--- config.mk ---
export PLATFORM = sky130hd
export DESIGN_NAME = qrgs_mac
export DESIGN_NICKNAME = d
export VERILOG_FILES = /design/src/rtl/core/qrgs_pkg.sv /design/src/rtl/core/qrgs_mac.sv
export SDC_FILE = /design/constraint.sdc
export NUM_CORES = 2
export LEC_CHECK = 0
export ABC_AREA = 1
export BUFFER_PORTS_ARGS = -buffer_cell sky130_fd_sc_hd__buf_2
export CAP_MARGIN = 30
export CORE_MARGIN = 5
export CORE_UTILIZATION = 50
export DETAILED_ROUTE_END_ITERATION = 8
export PLACE_DENSITY = 0.76
export SYNTH_ARGS = -nofsm -noshare
export SYNTH_HDL_FRONTEND = slang
export SYNTH_SLANG_ARGS = --single-unit
--- constraint.sdc ---
create_clock -name clk_i -period 4.78 [get_ports clk_i]
set_input_delay 0.956 -clock clk_i [delete_from_list [all_inputs] [get_ports clk_i]]
set_output_delay 0.956 -clock clk_i [all_outputs]
set_load 0.05 [all_outputs]
--- src/rtl/core/qrgs_pkg.sv ---
package qrgs_pkg;

  localparam int MAX_ORDER  = 4;
  localparam int IDX_W      = $clog2(MAX_ORDER);
  localparam int AW         = 2 * IDX_W;
  localparam int DEPTH      = 2 ** AW;
  localparam int N_W        = $clog2(MAX_ORDER + 1);
  localparam int ORDER_W    = 3;
  localparam int DATA_W     = 32;
  localparam int FRAC_W     = 24;
  localparam int ACC_W      = 64;
  localparam int DIV_W      = DATA_W + FRAC_W;
  localparam int SQRT_STEPS = ACC_W / 2;
  localparam int CNT_W      = $clog2(DIV_W + 1);

  localparam logic [DATA_W-1:0] DATA_MAX = 32'h7FFF_FFFF;
  localparam logic [DATA_W-1:0] DATA_MIN = 32'h8000_0000;

  typedef enum logic [1:0] {
    MAC_DOT,
    MAC_SQ,
    MAC_MUL
  } mac_op_e;

  typedef struct packed {
    logic    vld;
    logic    first;
    mac_op_e op;
  } mac_ctrl_t;

  typedef struct packed {
    logic start;
    logic is_div;
  } iter_ctrl_t;

  typedef struct packed {
    logic busy;
    logic done;
  } iter_stat_t;

  // Q16.48 -> Q8.24, round half up, saturate to 32 bits
  function automatic logic [31:0] round_sat_f(input logic [63:0] v);
    logic [64:0] b;
    logic [40:0] s;
    b = {v[63], v} + 65'd8388608;
    s = 41'($signed(b) >>> FRAC_W);
    if (s[40:31] == {10{s[40]}}) begin
      return s[31:0];
    end
    return s[40] ? DATA_MIN : DATA_MAX;
  endfunction

  function automatic logic [31:0] sat33_f(input logic [32:0] d);
    if (d[32] != d[31]) begin
      return d[32] ? DATA_MIN : DATA_MAX;
    end
    return d[31:0];
  endfunction

endpackage

--- src/rtl/core/qrgs_mac.sv ---
// Shared 32x32 multiplier with a registered product and a 64-bit accumulator.
module qrgs_mac (
  input  logic                      clk_i,
  input  logic                      rst_ni,
  input  qrgs_pkg::mac_ctrl_t       ctrl_i,
  input  logic signed [31:0]        a_i,
  input  logic signed [31:0]        b_i,
  output logic [63:0]               prod_o,
  output logic [63:0]               acc_o
);

  qrgs_pkg::mac_ctrl_t ctrl_q;
  logic [63:0]         prod_q;
  logic [63:0]         acc_q, acc_d;
  logic [63:0]         base;
  logic [64:0]         sum_s, sum_u;

  always_ff @(posedge clk_i or negedge rst_ni) begin
    if (!rst_ni) begin
      ctrl_q <= '0;
    end else begin
      ctrl_q <= ctrl_i;
    end
  end

  always_ff @(posedge clk_i) begin
    prod_q <= 64'(a_i * b_i);
    acc_q  <= acc_d;
  end

  always_comb begin
    base  = ctrl_q.first ? '0 : acc_q;
    sum_s = {base[63], base} + {prod_q[63], prod_q};
    sum_u = {1'b0, base} + {1'b0, prod_q};
    acc_d = acc_q;
    if (ctrl_q.vld) begin
      case (ctrl_q.op)
        qrgs_pkg::MAC_DOT: begin
          if (sum_s[64] != sum_s[63]) begin
            acc_d = sum_s[64] ? 64'h8000_0000_0000_0000 : 64'h7FFF_FFFF_FFFF_FFFF;
          end else begin
            acc_d = sum_s[63:0];
          end
        end
        qrgs_pkg::MAC_SQ: begin
          acc_d = sum_u[64] ? '1 : sum_u[63:0];
        end
        default: acc_d = acc_q;
      endcase
    end
  end

  assign prod_o = prod_q;
  assign acc_o  = acc_q;

endmodule

# Word level (Yosys, flattened, before mapping)
# Cells that the tools add are included.
[word_totals] wordCells=18 input_bits=70 register_bits=132 output_inout_bits=128
[op_classes] n_mul=1 reduce_logical=3 add_sub_neg=2 n_mux=5 n_eq_ne=2
[op_table] cell="2-to-1 mux 64 bit" count=4
[op_table] cell="adder 64 x 64 -> 65 bit" count=2
[op_table] cell="case mux 64 bit (2 select lines)" count=1
[op_table] cell="multiplier 32 x 32 -> 64 bit" count=1
[op_table] cell="== test 2 x 1 -> 1 bit (second input constant)" count=1
[op_table] cell="logical NOT 2 bit" count=1
[op_table] cell="AND reduction 2 bit" count=1
[op_table] cell="nonzero test 2 bit" count=1
[op_table] cell="!= test 1 bit" count=1

# Depth between registers and ports, before layout
[logic_depth] depth_word=5 mapped_depth=33 depth_no_buf=32

# Worst setup path before layout
# No wires, ideal clock.
[synth_timing] kind="input to register" start="input port a_i[31]" end="register prod_q[60], in the netlist prod_o[60]" stages=27 setup_ps=113 path_slack_ps=-2974 arrival_time_ps=7642 n_path_buf=1 required_time_ps=4667 cell_sequence="clkbuf_1 > nand2_1 > inv_1 > fa_1 > inv_1 > fa_1 > inv_1 > fa_1 > fa_1 > inv_1 > fa_1 > inv_1 > fa_1 > inv_1 > fa_1 > inv_1 > fa_1 > ha_1 > nand2_1 > nor2_1 > inv_1 > nor2_1 > inv_1 > nor4_1 > o21ai_0 > nand4_1 > nand2_1"
[synth_via] elab_chain_len=1
[synth_lines] item="start, declared" line_no="qrgs_mac.sv:6" source="input logic signed [31:0] a_i,"
[synth_lines] item="multiplier 32 x 32 -> 64 bit" line_no="qrgs_mac.sv:27" source="prod_q <= 64'(a_i * b_i);"
[synth_lines] item="end signal, assigned" line_no="qrgs_mac.sv:27"
[synth_lines] item="end, declared" line_no="qrgs_mac.sv:13" source="logic [63:0] prod_q;"
# Every way passes these cells.
# A chain may end at the register's enable or synchronous reset.

# Final worst setup path
[layout_timing] start="input port a_i[22]" end="register prod_q[47], in the netlist prod_o[47]"
# Same word-level chain as after synthesis.

==> results.tsv <==
stage	metric	value	unit
outcome	outcome	finished, violations left	
outcome	violations	negative setup slack	
clocking	clk_pin_slew	0.07	ns
placement	dp_hpwl	139000	µm
drt	drt_iter0_drc	4228	
yosys	yosysWarnings	0	
yosys	async_reset_ff_frac	0.0303	
floorplanning	rows	115	
cells_and_area	syn_to_final_growth	28.3	%
drt	via_per_inst	5.26	
worst_setup_path	timing_worst_setup_path_type	in -> reg	
timing	setup_violations	56	
clocking	numCtsBuffers	17	
drt	routed_wl	175000	µm
clocking	cts_buffer_depth	2	
grt	grt_util_met1	0.425	
grt	grt_overflow_total	0	
drt	wire_per_inst	20.1	µm
drt	dr.pass1.iters	7	
yosys	synth-seq-area-share	0.0670	
worst_setup_path	reg2regPathDepth	16	
flow_run	cap_violations	0	
yosys	avgSynthCellArea	7.40	µm²
timing	finalCriticalPeriod	6.99	ns
worst_setup_path	critPathCapture	prod_o[47]	
clocking	cts-htree-levels	4	
yosys	synth_area_leaders	fa_1, inv_1, nand2_1, ha_1, edfxtp_1	
floorplanning	boundaryPins	198	
timing	clock.fmax	143	MHz
timing	worst_pin_slew	0.930	ns
yosys	yosys.cell_types.count	49	
yosys	netlist_area	49300	µm²
worst_setup_path	r2r_start	ctrl_q[2]	
cells_and_area	multi_input_area	41200	µm²
grt	grt_pass1_wl	263000	µm
worst_setup_path	required	5.13	ns
cells_and_area	final_cell_mix	inv_1, nand2_1, fa_1	
clocking	clkLatencyLatePin	0.47	ns
cells_and_area	layout_commonest_cell	inv_1	
yosys	yosys.area.top_type_share	0.440	
worst_setup_path	start_kind	primary input	
timing	post-route-period-util	1.46	
grt	grt_start_max_net_pins	65	
timing	tns	-105.70	ns
worst_setup_path	critPathSlowestCell	fa_1	
floorplanning	core	98100	µm²
timing	fin_worst_skew	0.0188	ns
timing	rsz0062_at_grt	yes	
timing	finalMaxSlewViolations	0	
timing	fin_ws	-2.21	ns
grt	use_met3	0.0513	
cells_and_area	drive_above_1_share	0.248	
worst_setup_path	regToRegEndpoint	acc_o[53]	
yosys	synthesis.instances	6667	
worst_setup_path	crit_start	a_i[22]	
floorplanning	dieWidth	324	µm
yosys	yosysTopAreaCell	fa_1	
grt	track_usage	0.324	
drt	drcViolationCount	0	
placement	port_buffers	197	
grt	grt_pass1_vias	47400	
clocking	numClockSinks	132	
hold_path	hp-class	in -> async	
grt	grt.busiest_layer	met2	
clocking	cts_tree	done	
yosys	synth_seq_cells	132	
grt	antenna_found_initial	0	
worst_setup_path	crit_top_cell	fa_1	
cells_and_area	fillerInstances	7819	
cells_and_area	diodes	0	
worst_setup_path	path_max_fanout	7	
drt	vias	45700	
floorplanning	die_y	324	µm
cells_and_area	fin_nets	8792	
worst_setup_path	max_stage_delay	0.60	ns
floorplanning	design.die.area	105000	µm²
cells_and_area	ff_latch_area	3300	µm²
grt	grt_util_met2	0.531	
worst_setup_path	cp-end-kind	register	
worst_setup_path	reg2reg_slack	0.66	ns
worst_setup_path	cp.arrival	7.34	ns
yosys	syn_nets	8068	
floorplanning	initial_core_util	0.503	
yosys	synth_edf_count	64	
timing	slew_headroom	0.380	
clocking	cts-root-buf	clkbuf_16	
drt	postRouteAntennaNets	0	
yosys	synth_ff_type	edfxtp_1	
placement	gp_congestion	1.03	
timing	hold_viol_final	0	
-- cell usage after synthesis, types with 2 or more instances --
master and instances:
nor3_1 28, o21bai_1 24, ha_1 248, edfxtp_1 64, buf_4 4, nor3_2 4, nand3_1 149, nand3b_1 3
nand2_2 17, a21o_1 14, xnor2_1 21, o21a_1 3, or2_2 10, dfrtp_1 4, nor2_4 2, a21oi_2 3
a31oi_1 16, buf_1 3, buf_2 10, nand2_1 1920, a21boi_0 2, nand3_2 3, buf_12 3, nor2_1 349
fa_1 1083, clkbuf_1 204, o21ai_0 80, nor2_2 37, nor4_1 6, o211ai_1 2, a21oi_1 147, xor2_1 69
inv_1 1984, nand2_4 5, inv_2 31, nand4_1 35, and2_1 5, dfxtp_1 64
-- layer usage --
| layer | up-vias | wire length (µm) |
|---|---|---|
| li1 | 20200 | - |
| met1 | 22400 | 65700 |
| met2 | 2375 | 81200 |
| met3 | 679 | 16500 |
| met4 | 0 | 11100 |
| met5 | - | 0 |
-- state kept, by name (all words and copies together), names as in the netlist --
name / flops
ctrl_q: 4
acc_o: 64
prod_o: 64
-- cell type report --
class / instances / area share
clock buffers: 17 / 0.00672
inverters: 2016 / 0.120
flip-flops and latches: 132 / 0.0522
repair buffers: 931 / 0.143
clock inverters: 15 / 0.00233
well taps: 1287 / 0.0254
multi-input cells: 4293 / 0.650
-- through the flow --
step / std cells / util / hold WS, ns / instance area (µm²) / setup WS (ns)
2_1_floorplan: 6667 / - / 0.660 / 51100 / -2.53
5_1_grt: 8691 / 0.645 / 0.282 / 63300 / -2.34
3_3_place_gp: 8478 / 0.580 / 0.691 / 56900 / -3.23
4_1_cts: 8609 / 0.621 / 0.273 / 61000 / -2.10
3_5_place_dp: 8478 / 0.580 / 0.745 / 56900 / -3.15
6_report: 8691 / 0.645 / 0.287 / 63300 / -2.21
-- how the worst min path moves through the flow --
stage | cells after the start | slack [ns] | endpoint | startpoint
floorplan | 0 | 0.66 | ctrl_q[0] | rst_ni
global placement | 3 | 0.69 | acc_o[0] | prod_o[0]
detailed placement | 3 | 0.74 | acc_o[0] | prod_o[0]
CTS | 1 | 0.27 | ctrl_q[3] | rst_ni
global route | 1 | 0.28 | ctrl_q[3] | rst_ni
finish | 1 | 0.29 | ctrl_q[3] | rst_ni
-- what timing repair did --
action | CTS | global route
hold buffers | 0 | 0
gates cloned | 13 | 8
pin swaps | 318 | 336
setup endpoints to repair | 56 | 56
resized for setup | 680 | 422
setup buffers | 88 | 79
-- critical path: cells and delay by family --
family / cells / cell delay, ns
xor+xnor: 1 / 0.16
compound gates: 4 / 0.70
buf+inv: 11 / 1.08
fa+ha+maj: 9 / 4.17
simple gates: 4 / 0.26
-- kinds of logic (layout without fill, tap and decap cells) --
kind of cell               count (synthesis)  in the layout  synth area share
buffers and inverters                   2242           2979             0.173
xor gates and xnor gates                  90             90            0.0160
AOI/OAI and AO/OA                        297            297            0.0336
DFF                                      132            132            0.0670
and+or+nand+nor                         2575           2575             0.209
adders and majority gates               1331           1331             0.502
Power is left out: the tool's default activity adds up to more than one toggle a clock period on the data nets, which glitch-free logic cannot reach.
