$ cat config.mk
export PLATFORM = sky130hd
export DESIGN_NAME = qrgs_iter
export DESIGN_NICKNAME = d
export VERILOG_FILES = /design/src/rtl/core/qrgs_pkg.sv /design/src/rtl/core/qrgs_iter.sv
export SDC_FILE = /design/constraint.sdc
export NUM_CORES = 1
export LEC_CHECK = 0
export BUFFER_PORTS_ARGS = -buffer_cell sky130_fd_sc_hd__buf_2
export CAP_MARGIN = 5
export CORE_MARGIN = 10
export CORE_UTILIZATION = 60
export CTS_CLUSTER_SIZE = 30
export DETAILED_ROUTE_END_ITERATION = 16
export HOLD_SLACK_MARGIN = 0.15
export MAX_ROUTING_LAYER = met4
export PLACE_DENSITY = 0.8
export RECOVER_POWER = 25
export SYNTH_ARGS = -nofsm -noshare
export SYNTH_HDL_FRONTEND = slang
export SYNTH_SLANG_ARGS = --single-unit
$ cat constraint.sdc
create_clock -name clk_i -period 13.9 [get_ports clk_i]
set_input_delay 0.695 -clock clk_i [delete_from_list [all_inputs] [get_ports clk_i]]
set_output_delay 0.695 -clock clk_i [all_outputs]
set_load 0.01 [all_outputs]
$ cat src/rtl/core/qrgs_pkg.sv
package qrgs_pkg;

  localparam int MAX_ORDER  = 4;
  localparam int IDX_W      = $clog2(MAX_ORDER);
  localparam int AW         = 2 * IDX_W;
  localparam int DEPTH      = 2 ** AW;
  localparam int N_W        = $clog2(MAX_ORDER + 1);
  localparam int ORDER_W    = 3;
  localparam int DATA_W     = 32;
  localparam int FRAC_W     = 24;
  localparam int ACC_W      = 64;
  localparam int DIV_W      = DATA_W + FRAC_W;
  localparam int SQRT_STEPS = ACC_W / 2;
  localparam int CNT_W      = $clog2(DIV_W + 1);

  localparam logic [DATA_W-1:0] DATA_MAX = 32'h7FFF_FFFF;
  localparam logic [DATA_W-1:0] DATA_MIN = 32'h8000_0000;

  typedef enum logic [1:0] {
    MAC_DOT,
    MAC_SQ,
    MAC_MUL
  } mac_op_e;

  typedef struct packed {
    logic    vld;
    logic    first;
    mac_op_e op;
  } mac_ctrl_t;

  typedef struct packed {
    logic start;
    logic is_div;
  } iter_ctrl_t;

  typedef struct packed {
    logic busy;
    logic done;
  } iter_stat_t;

  // Q16.48 -> Q8.24, round half up, saturate to 32 bits
  function automatic logic [31:0] round_sat_f(input logic [63:0] v);
    logic [64:0] b;
    logic [40:0] s;
    b = {v[63], v} + 65'd8388608;
    s = 41'($signed(b) >>> FRAC_W);
    if (s[40:31] == {10{s[40]}}) begin
      return s[31:0];
    end
    return s[40] ? DATA_MIN : DATA_MAX;
  endfunction

  function automatic logic [31:0] sat33_f(input logic [32:0] d);
    if (d[32] != d[31]) begin
      return d[32] ? DATA_MIN : DATA_MAX;
    end
    return d[31:0];
  endfunction

endpackage

$ cat src/rtl/core/qrgs_iter.sv
// Bit-serial unit: integer square root (two bits per step) or restoring divide.
module qrgs_iter (
  input  logic                   clk_i,
  input  logic                   rst_ni,
  input  qrgs_pkg::iter_ctrl_t   ctrl_i,
  input  logic [63:0]            sq_i,
  input  logic signed [31:0]     num_i,
  input  logic [30:0]            den_i,
  output qrgs_pkg::iter_stat_t   stat_o,
  output logic [31:0]            res_o
);

  logic                             busy_q, done_q, is_div_q, neg_q;
  logic [qrgs_pkg::CNT_W-1:0]       cnt_q;
  logic [63:0]                      x_q, y_q, bit_q;
  logic [31:0]                      rem_q;
  logic [30:0]                      den_q;
  logic [32:0]                      mag;
  logic [63:0]                      sq_t;
  logic [31:0]                      trial;
  logic                             last;
  logic [qrgs_pkg::DIV_W-1:0]       quo;

  always_comb begin
    mag   = num_i[31] ? (33'd0 - {num_i[31], num_i}) : {1'b0, num_i};
    sq_t  = y_q + bit_q;
    trial = {rem_q[30:0], x_q[qrgs_pkg::DIV_W-1]};
    last  = is_div_q ? (cnt_q == qrgs_pkg::CNT_W'(qrgs_pkg::DIV_W - 1))
                     : (cnt_q == qrgs_pkg::CNT_W'(qrgs_pkg::SQRT_STEPS - 1));
    quo   = y_q[qrgs_pkg::DIV_W-1:0];
  end

  always_ff @(posedge clk_i or negedge rst_ni) begin
    if (!rst_ni) begin
      busy_q <= 1'b0;
      done_q <= 1'b0;
    end else begin
      done_q <= busy_q && last;
      if (ctrl_i.start) begin
        busy_q <= 1'b1;
      end else if (busy_q && last) begin
        busy_q <= 1'b0;
      end
    end
  end

  always_ff @(posedge clk_i) begin
    if (ctrl_i.start) begin
      is_div_q <= ctrl_i.is_div;
      neg_q    <= num_i[31];
      den_q    <= den_i;
      cnt_q    <= '0;
      y_q      <= '0;
      rem_q    <= '0;
      bit_q    <= 64'h4000_0000_0000_0000;
      if (ctrl_i.is_div) begin
        x_q <= 64'({mag[31:0], 24'd0}) + 64'(den_i >> 1);
      end else begin
        x_q <= sq_i;
      end
    end else if (busy_q) begin
      cnt_q <= cnt_q + 1'b1;
      if (is_div_q) begin
        x_q <= {x_q[62:0], 1'b0};
        if (trial >= {1'b0, den_q}) begin
          rem_q <= trial - {1'b0, den_q};
          y_q   <= {y_q[62:0], 1'b1};
        end else begin
          rem_q <= trial;
          y_q   <= {y_q[62:0], 1'b0};
        end
      end else begin
        bit_q <= bit_q >> 2;
        if (x_q >= sq_t) begin
          x_q <= x_q - sq_t;
          y_q <= (y_q >> 1) + bit_q;
        end else begin
          y_q <= y_q >> 1;
        end
      end
    end
  end

  always_comb begin
    if (!is_div_q) begin
      res_o = (y_q[63:31] != '0) ? qrgs_pkg::DATA_MAX : y_q[31:0];
    end else if (!neg_q) begin
      res_o = (quo[qrgs_pkg::DIV_W-1:31] != '0) ? qrgs_pkg::DATA_MAX : quo[31:0];
    end else if ((quo[qrgs_pkg::DIV_W-1:32] != '0) || (quo[31] && (quo[30:0] != '0))) begin
      res_o = qrgs_pkg::DATA_MIN;
    end else begin
      res_o = 32'd0 - quo[31:0];
    end
  end

  assign stat_o.busy = busy_q;
  assign stat_o.done = done_q;

endmodule
== Yosys cells after proc, flatten, opt, wreduce, memory -nomap -nowiden ==
Cells that the tools add are included.

* Flip-flop bits (word level): 232
* Memory bits (read-only): 0
* RAM bits: 0
* Latch bits: 0
* Memories: 0
* Bits of input ports: 131
* Logic and storage cells: 54
* Output and inout bits: 34

* $lt $le $gt $ge: 2
* Reductions and logical operators: 13
* Equal/unequal tests: 2
* Multipliers: 0
* Bitwise logic cells: 1
* Shifts and indexed selects: 0
* Muxes and demuxes: 18
* $add $sub $neg: 8
* Div/mod/pow operators: 0

{| class="wikitable"
|+ Operators by type and width
! cell !! number
|-
| $mux W64 || 7
|-
| $mux W32 || 6
|-
| $add A63 B63 Y64 || 1
|-
| $add A64 B63 Y64 || 1
|-
| $ge A64 B64 Y1 || 1
|-
| $sub A1 B32 Y32 const A || 2
|-
| $sub A64 B64 Y64 || 1
|-
| $add A56 B30 Y57 || 1
|-
| $reduce_bool A33 Y1 || 1
|-
| $ge A32 B31 Y1 || 1
|-
| $mux W31 || 1
|-
| $reduce_bool A31 Y1 || 1
|-
| $sub A31 B31 Y31 || 1
|-
| $reduce_bool A25 Y1 || 1
|-
| $reduce_bool A24 Y1 || 1
|-
| $add A6 B1 Y6 const B || 1
|-
| $eq A6 B5 Y1 const B || 1
|-
| $eq A6 B6 Y1 const B || 1
|-
| $reduce_and A2 Y1 || 3
|-
| $mux W1 || 4
|-
| $reduce_bool A2 Y1 || 2
|-
| $reduce_bool A3 Y1 || 1
|-
| $logic_and A1 B1 Y1 || 2
|-
| $logic_or A1 B1 Y1 || 1
|-
| $not A1 Y1 || 1
|}

== Depth between registers and ports, before layout ==
* Depth in word-level cells: 6
* Mapped depth: 29

== Worst setup path after synthesis ==
Ideal clock, no wire load.

* Kind: register to register
* From: reg y_q[0]
* To: reg x_q[0] (enable)
* Path slack: 4.159 ns
* Data arrival time: 9.167 ns
* Required time: 13.326 ns
* Cell stages (with the launch flop): 26
* Period minus slack after synthesis: 9.741 ns
* Path through: dfxtp_1 -> ha_1 -> ha_1 -> a21o_1 -> a31oi_1 -> o21ai_0 -> a21oi_1 -> o21bai_1 -> a31oi_1 -> nor2_1 -> or2_2 -> a31oi_1 -> nor2_1 -> o21ai_0 -> xor2_1 -> ha_1 -> clkbuf_1 -> nand4_1 -> nor4_1 -> a21bo_2 -> o211ai_1 -> nor3b_1 -> a21oi_1 -> clkbuf_1 -> nor2_1 -> o21ai_0

* Word-level cells in the longest chain between the ends: 4

{| class="wikitable"
|+ RTL lines
! what !! RTL line !! text
|-
| start: declaration || qrgs_iter.sv:15 || <nowiki>logic [63:0] x_q, y_q, bit_q;</nowiki>
|-
| start signal: assignment || qrgs_iter.sv:67 || <nowiki>y_q <= {y_q[62:0], 1'b1};</nowiki>
|-
| start signal: assignment || qrgs_iter.sv:70 || <nowiki>y_q <= {y_q[62:0], 1'b0};</nowiki>
|-
| start signal: assignment || qrgs_iter.sv:76 || <nowiki>y_q <= (y_q >> 1) + bit_q;</nowiki>
|-
| $add A64 B63 Y64 || qrgs_iter.sv:26 || <nowiki>sq_t = y_q + bit_q;</nowiki>
|-
| $ge A64 B64 Y1 || qrgs_iter.sv:74 || <nowiki>if (x_q >= sq_t) begin</nowiki>
|-
| $reduce_bool A3 Y1 (no source line) || -- ||
|-
| $reduce_and A2 Y1 (no source line) || -- ||
|-
| end signal: assignment || qrgs_iter.sv:57 || <nowiki>x_q <= 64'({mag[31:0], 24'd0}) + 64'(den_i >> 1);</nowiki>
|-
| end signal: assignment || qrgs_iter.sv:64 || <nowiki>x_q <= {x_q[62:0], 1'b0};</nowiki>
|-
| end signal: assignment || qrgs_iter.sv:75 || <nowiki>x_q <= x_q - sq_t;</nowiki>
|-
| end: declaration || qrgs_iter.sv:15 ||
|}

No other way between the ends.
A chain may end at the register's enable or synchronous reset.

== Worst setup path in the final report ==
* From: in ctrl_i[1] (netlist bit)
* To: reg x_q[40], data pin

* Word-level cells in the longest chain between the ends: 1

{| class="wikitable"
|+ RTL lines
! what !! RTL line !! text
|-
| start: declaration || qrgs_iter.sv:5 || <nowiki>input qrgs_pkg::iter_ctrl_t ctrl_i,</nowiki>
|-
| $mux W64 || qrgs_iter.sv:48 || <nowiki>if (ctrl_i.start) begin</nowiki>
|-
| end signal: assignment || qrgs_iter.sv:57 ||
|-
| end signal: assignment || qrgs_iter.sv:59 || <nowiki>x_q <= sq_i;</nowiki>
|-
| end signal: assignment || qrgs_iter.sv:64 ||
|}

No other way between the ends.

==> reports/qor.txt <==
====================================================================================================
I/O pin count                                                                                    165
Number of cells produced by synthesis                                                           3017
Count of fill cells added during filler insertion                                               3330
Average vias per placed instance                                                                6.52
Synthesized cell area                                                                     0.0228 mm²
Number of cells on the worst hold path                                                             1
Leakage dissipation                                                                          9.55 nW
Overflow left after global routing                                                                 0
Worst setup skew after layout                                                              0.0121 ns
Type of element launching the critical path                                             primary input
Number of cells on the worst reg-to-reg path                                                      22
Hold WC Path Type                                                                             in2reg
Final-stage net count                                                                           3332
Cell with the largest stage delay on the worst path                                     sky130_fd_sc_hd__clkbuf_1
Horizontal die dimension                                                                      215 µm
Setup TNS                                                                                       0 ns
FF-to-FF Start                                                                          y_q[4]$_SDFFE_PP0P_
Clock-pin slew reported for the worst setup and hold paths after clock tree synthesis        0.06 ns
Routability Congestion                                                                         0.969
Setup Viol. Count Final                                                                            0
Critical Path Start                                                                        ctrl_i[1]
Number of pins exceeding their max-slew limit in the final report                                362
Worst hold slack                                                                            0.311 ns
Max-cap violations                                                                                 4
Cells along the critical path                                                           clkbuf_1 -> clkbuf_1 -> a22oi_1
Pre-Repair DR Iteration Count                                                                      7
Routed vias                                                                                    23200
Final hold violation count                                                                         0
Reg2reg setup slack                                                                          6.20 ns
Post-CTS setup-driven buffer insertion count                                                       0
Routed len/inst                                                                              19.9 µm
Most common cell on crit path                                                           sky130_fd_sc_hd__clkbuf_1
CTS tree                                                                                        done
Initial antenna violation count                                                                    0
Critical path data required time                                                            13.92 ns
Largest fanout on the critical path                                                              171
Reg2Reg Capture Point                                                                   y_q[63]$_SDFFE_PP0P_
Post-route fraction of the period consumed by the critical path                                66.3%
Post-Synthesis Mean Instance Area                                                           7.56 µm²
RSZ-0062 raised after global routing                                                              no
Die boundary height                                                                           215 µm
Number of distinct library cells after synthesis                                                  86
Cells after DPL                                                                                 3508
Slew @ Worst Pin                                                                             7.40 ns
Type of the setup path with the least slack                                                   in2reg
Run status                                                                              complete, but fails checks
Relative slew slack                                                                            -393%
CTS Buffer Depth                                                                                   3
CTS H-Tree Depth                                                                                   1
Die Footprint                                                                             0.0462 mm²
Number of CTS-inserted buffers                                                                    28
Leading cell type in the layout, fill and taps excluded                                 sky130_fd_sc_hd__nand2_1
Arrival time worst endpoint                                                                  9.24 ns
Final cell utilization of the core                                                             65.3%
Synth Net Count                                                                                 3321
Routed wire length                                                                          71000 µm
Number of global-route vias before repair                                                      22000
Fraction of synthesis flops using an asynchronous set or reset pin                            0.862%
Number of rows in the core area                                                                   71
Global-route wire length before repair                                                     113000 µm
Last element of the critical path                                                       x_q[40]$_DFFE_PP_
Number of register bits inferred by synthesis                                                    232
Overall track demand over capacity in global routing                                           29.8%
Source-to-sink clock delay at the later pin of the worst-skew pair                           0.57 ns
Critical path's largest stage delay                                                          5.30 ns
Initial core utilization                                                                       60.7%
HPWL reported at the end of detailed placement                                              52000 µm
Post-layout min period                                                                       9.22 ns
Max Clk Rate                                                                                 108 MHz
Share of layout cells above drive strength 1                                                   8.36%
DRT antenna net count                                                                              0
Post-synthesis sequential area ratio                                                           24.7%
Worst ir drop on vdd                                                                        0.241 mV
Sink count of the clock tree                                                                     232
Root cell of the clock tree                                                             sky130_fd_sc_hd__clkbuf_16
DRT iter0 DRCs                                                                                  2263
Failing checks                                                                          max-capacitance violations, max-slew violations
Pin count of the biggest net entering global routing                                             172
Total power density per cell area                                                         201 mW/mm²
Area Overhead vs Synth                                                                         7.67%
Number of synthesis warnings                                                                       0
Number of non-filler instances in the completed layout                                          3561
Remaining DRCs                                                                                     0
Most used cells in the layout excluding fill and tap cells                              327 x sky130_fd_sc_hd__nand2_1, 283 x sky130_fd_sc_hd__nor2_1, 271 x sky130_fd_sc_hd__a21oi_1, 211 x sky130_fd_sc_hd__o21ai_0, 170 x sky130_fd_sc_hd__ha_1
Most used DFF post-synth                                                                sky130_fd_sc_hd__dfxtp_1
Count of buffers from port buffering                                                             164
Crit end category                                                                               flop
Placeable Area                                                                            0.0376 mm²
EDFF count, synth                                                                                 97
Number of antenna cells inserted                                                                   0
====================================================================================================
worst min-delay path by stage:
stage                                startpoint                     to  slack [ns]
after floorplan                          rst_ni     busy_q$_DFFE_PN0P_        0.40
after global placement    rem_q[1]$_SDFFE_PP0P_  rem_q[1]$_SDFFE_PP0P_        0.47
after detailed placement  rem_q[1]$_SDFFE_PP0P_  rem_q[1]$_SDFFE_PP0P_        0.48
after CTS                              den_i[0]     den_q[0]$_DFFE_PP_        0.29
after global routing                   den_i[0]     den_q[0]$_DFFE_PP_        0.30
final                                  den_i[0]     den_q[0]$_DFFE_PP_        0.31
kinds of logic after synthesis:
| family | count (synthesis) | share of synthesized area [%] |
|---|---|---|
| AO/OA/AOI/OAI | 1001 | 27.7 |
| XOR/XNOR | 267 | 10.3 |
| adder cells (fa/ha/maj) | 173 | 9.59 |
| buffers and inverters | 291 | 4.86 |
| flip-flops | 232 | 24.7 |
| multiplexers | 49 | 2.17 |
| AND/OR/NAND/NOR | 1004 | 20.8 |
state kept, by name, indices dropped and copies added, names as in the netlist:
signal and cells:
bit_q 32, busy_q 1, cnt_q 6, den_q 31, done_q 1, is_div_q 1, neg_q 1, rem_q 31
x_q 64, y_q 64
worst max-delay path: cells and delay by family:
kind	cells	cell delay (ns)
compound gates	1	0.58
buf+inv	2	7.75
per-layer routing:
metal / vias up / part of all wire (%) / wire, µm / global-route usage (%)
li1: 11100 / - / - / -
met1: 11000 / 40 / 28700 / 35.0
met2: 887 / 50 / 35200 / 51.1
met3: 199 / 6.0 / 4280 / 3.51
met4: 0 / 4.0 / 2820 / 11.8
met5: - / 0 / 0 / -
synth_stat cells (8+ instances only):
library cell,number,area share (%)
sky130_fd_sc_hd__a21o_1,76,2.5
sky130_fd_sc_hd__o31ai_1,18,0.59
sky130_fd_sc_hd__xor2_1,121,4.6
sky130_fd_sc_hd__nor3_1,65,1.4
sky130_fd_sc_hd__nor4_1,21,0.58
sky130_fd_sc_hd__nand4_1,54,1.5
sky130_fd_sc_hd__o211ai_1,32,1.1
sky130_fd_sc_hd__a211oi_1,100,3.3
sky130_fd_sc_hd__nand2b_1,18,0.49
sky130_fd_sc_hd__or4_1,8,0.26
sky130_fd_sc_hd__and3_1,52,1.4
sky130_fd_sc_hd__nor2b_1,30,0.82
sky130_fd_sc_hd__or2_2,17,0.47
sky130_fd_sc_hd__nand3_1,44,0.97
sky130_fd_sc_hd__xnor2_1,146,5.6
sky130_fd_sc_hd__o21ai_0,212,4.7
sky130_fd_sc_hd__o21a_1,19,0.63
sky130_fd_sc_hd__a31oi_1,103,2.8
sky130_fd_sc_hd__dfxtp_1,133,12
sky130_fd_sc_hd__mux2i_1,46,2.0
sky130_fd_sc_hd__a21boi_0,13,0.43
sky130_fd_sc_hd__and2_1,10,0.27
sky130_fd_sc_hd__a22oi_1,11,0.36
sky130_fd_sc_hd__inv_1,90,1.5
sky130_fd_sc_hd__and4_1,9,0.35
sky130_fd_sc_hd__or3_1,31,0.85
sky130_fd_sc_hd__o21bai_1,34,1.1
sky130_fd_sc_hd__nand2_1,327,5.4
sky130_fd_sc_hd__ha_1,170,9.3
sky130_fd_sc_hd__buf_1,10,0.16
sky130_fd_sc_hd__a31o_2,16,0.61
sky130_fd_sc_hd__o22ai_1,13,0.36
sky130_fd_sc_hd__a21oi_1,273,6.0
sky130_fd_sc_hd__edfxtp_1,97,13
sky130_fd_sc_hd__o22a_1,8,0.31
sky130_fd_sc_hd__clkbuf_1,183,3.0
sky130_fd_sc_hd__nor2_1,286,4.7
repair_timing:
item                      4_1_cts  5_1_grt
hold endpoints to repair        2        0
resized for setup               0        0
hold buffers                    1        0
report_power, final:
group | total (mW) | internal (mW) | switching [mW]
sequential | 1.16 | 0.917 | 0.244
combinational | 3.04 | 1.18 | 1.85
clock | 0.750 | 0.434 | 0.316
cell type report:
cell class	instances	area, µm²	share of cell area (%)
multi-input combinational	2494	16100	65.6
sequential	232	5630	22.9
timing repair buffer	180	911	3.71
clock buffer	32	737	3.00
tap	511	639	2.60
inverter	92	345	1.41
clock inverter	20	178	0.724
metrics by stage:
| step | setup slack (ns) | power [mW] | area (µm²) |
|---|---|---|---|
| after floorplan | 4.16 | 3.34 | 22800 |
| final | 4.68 | 4.95 | 24600 |
| after detailed placement | 6.52 | 4.13 | 23700 |
| after global routing | 4.00 | 5.29 | 24600 |
| after global placement | 6.73 | 4.07 | 23700 |
| after CTS | 6.42 | 4.90 | 24600 |
Note: power is estimated with default switching activity, not from simulation.
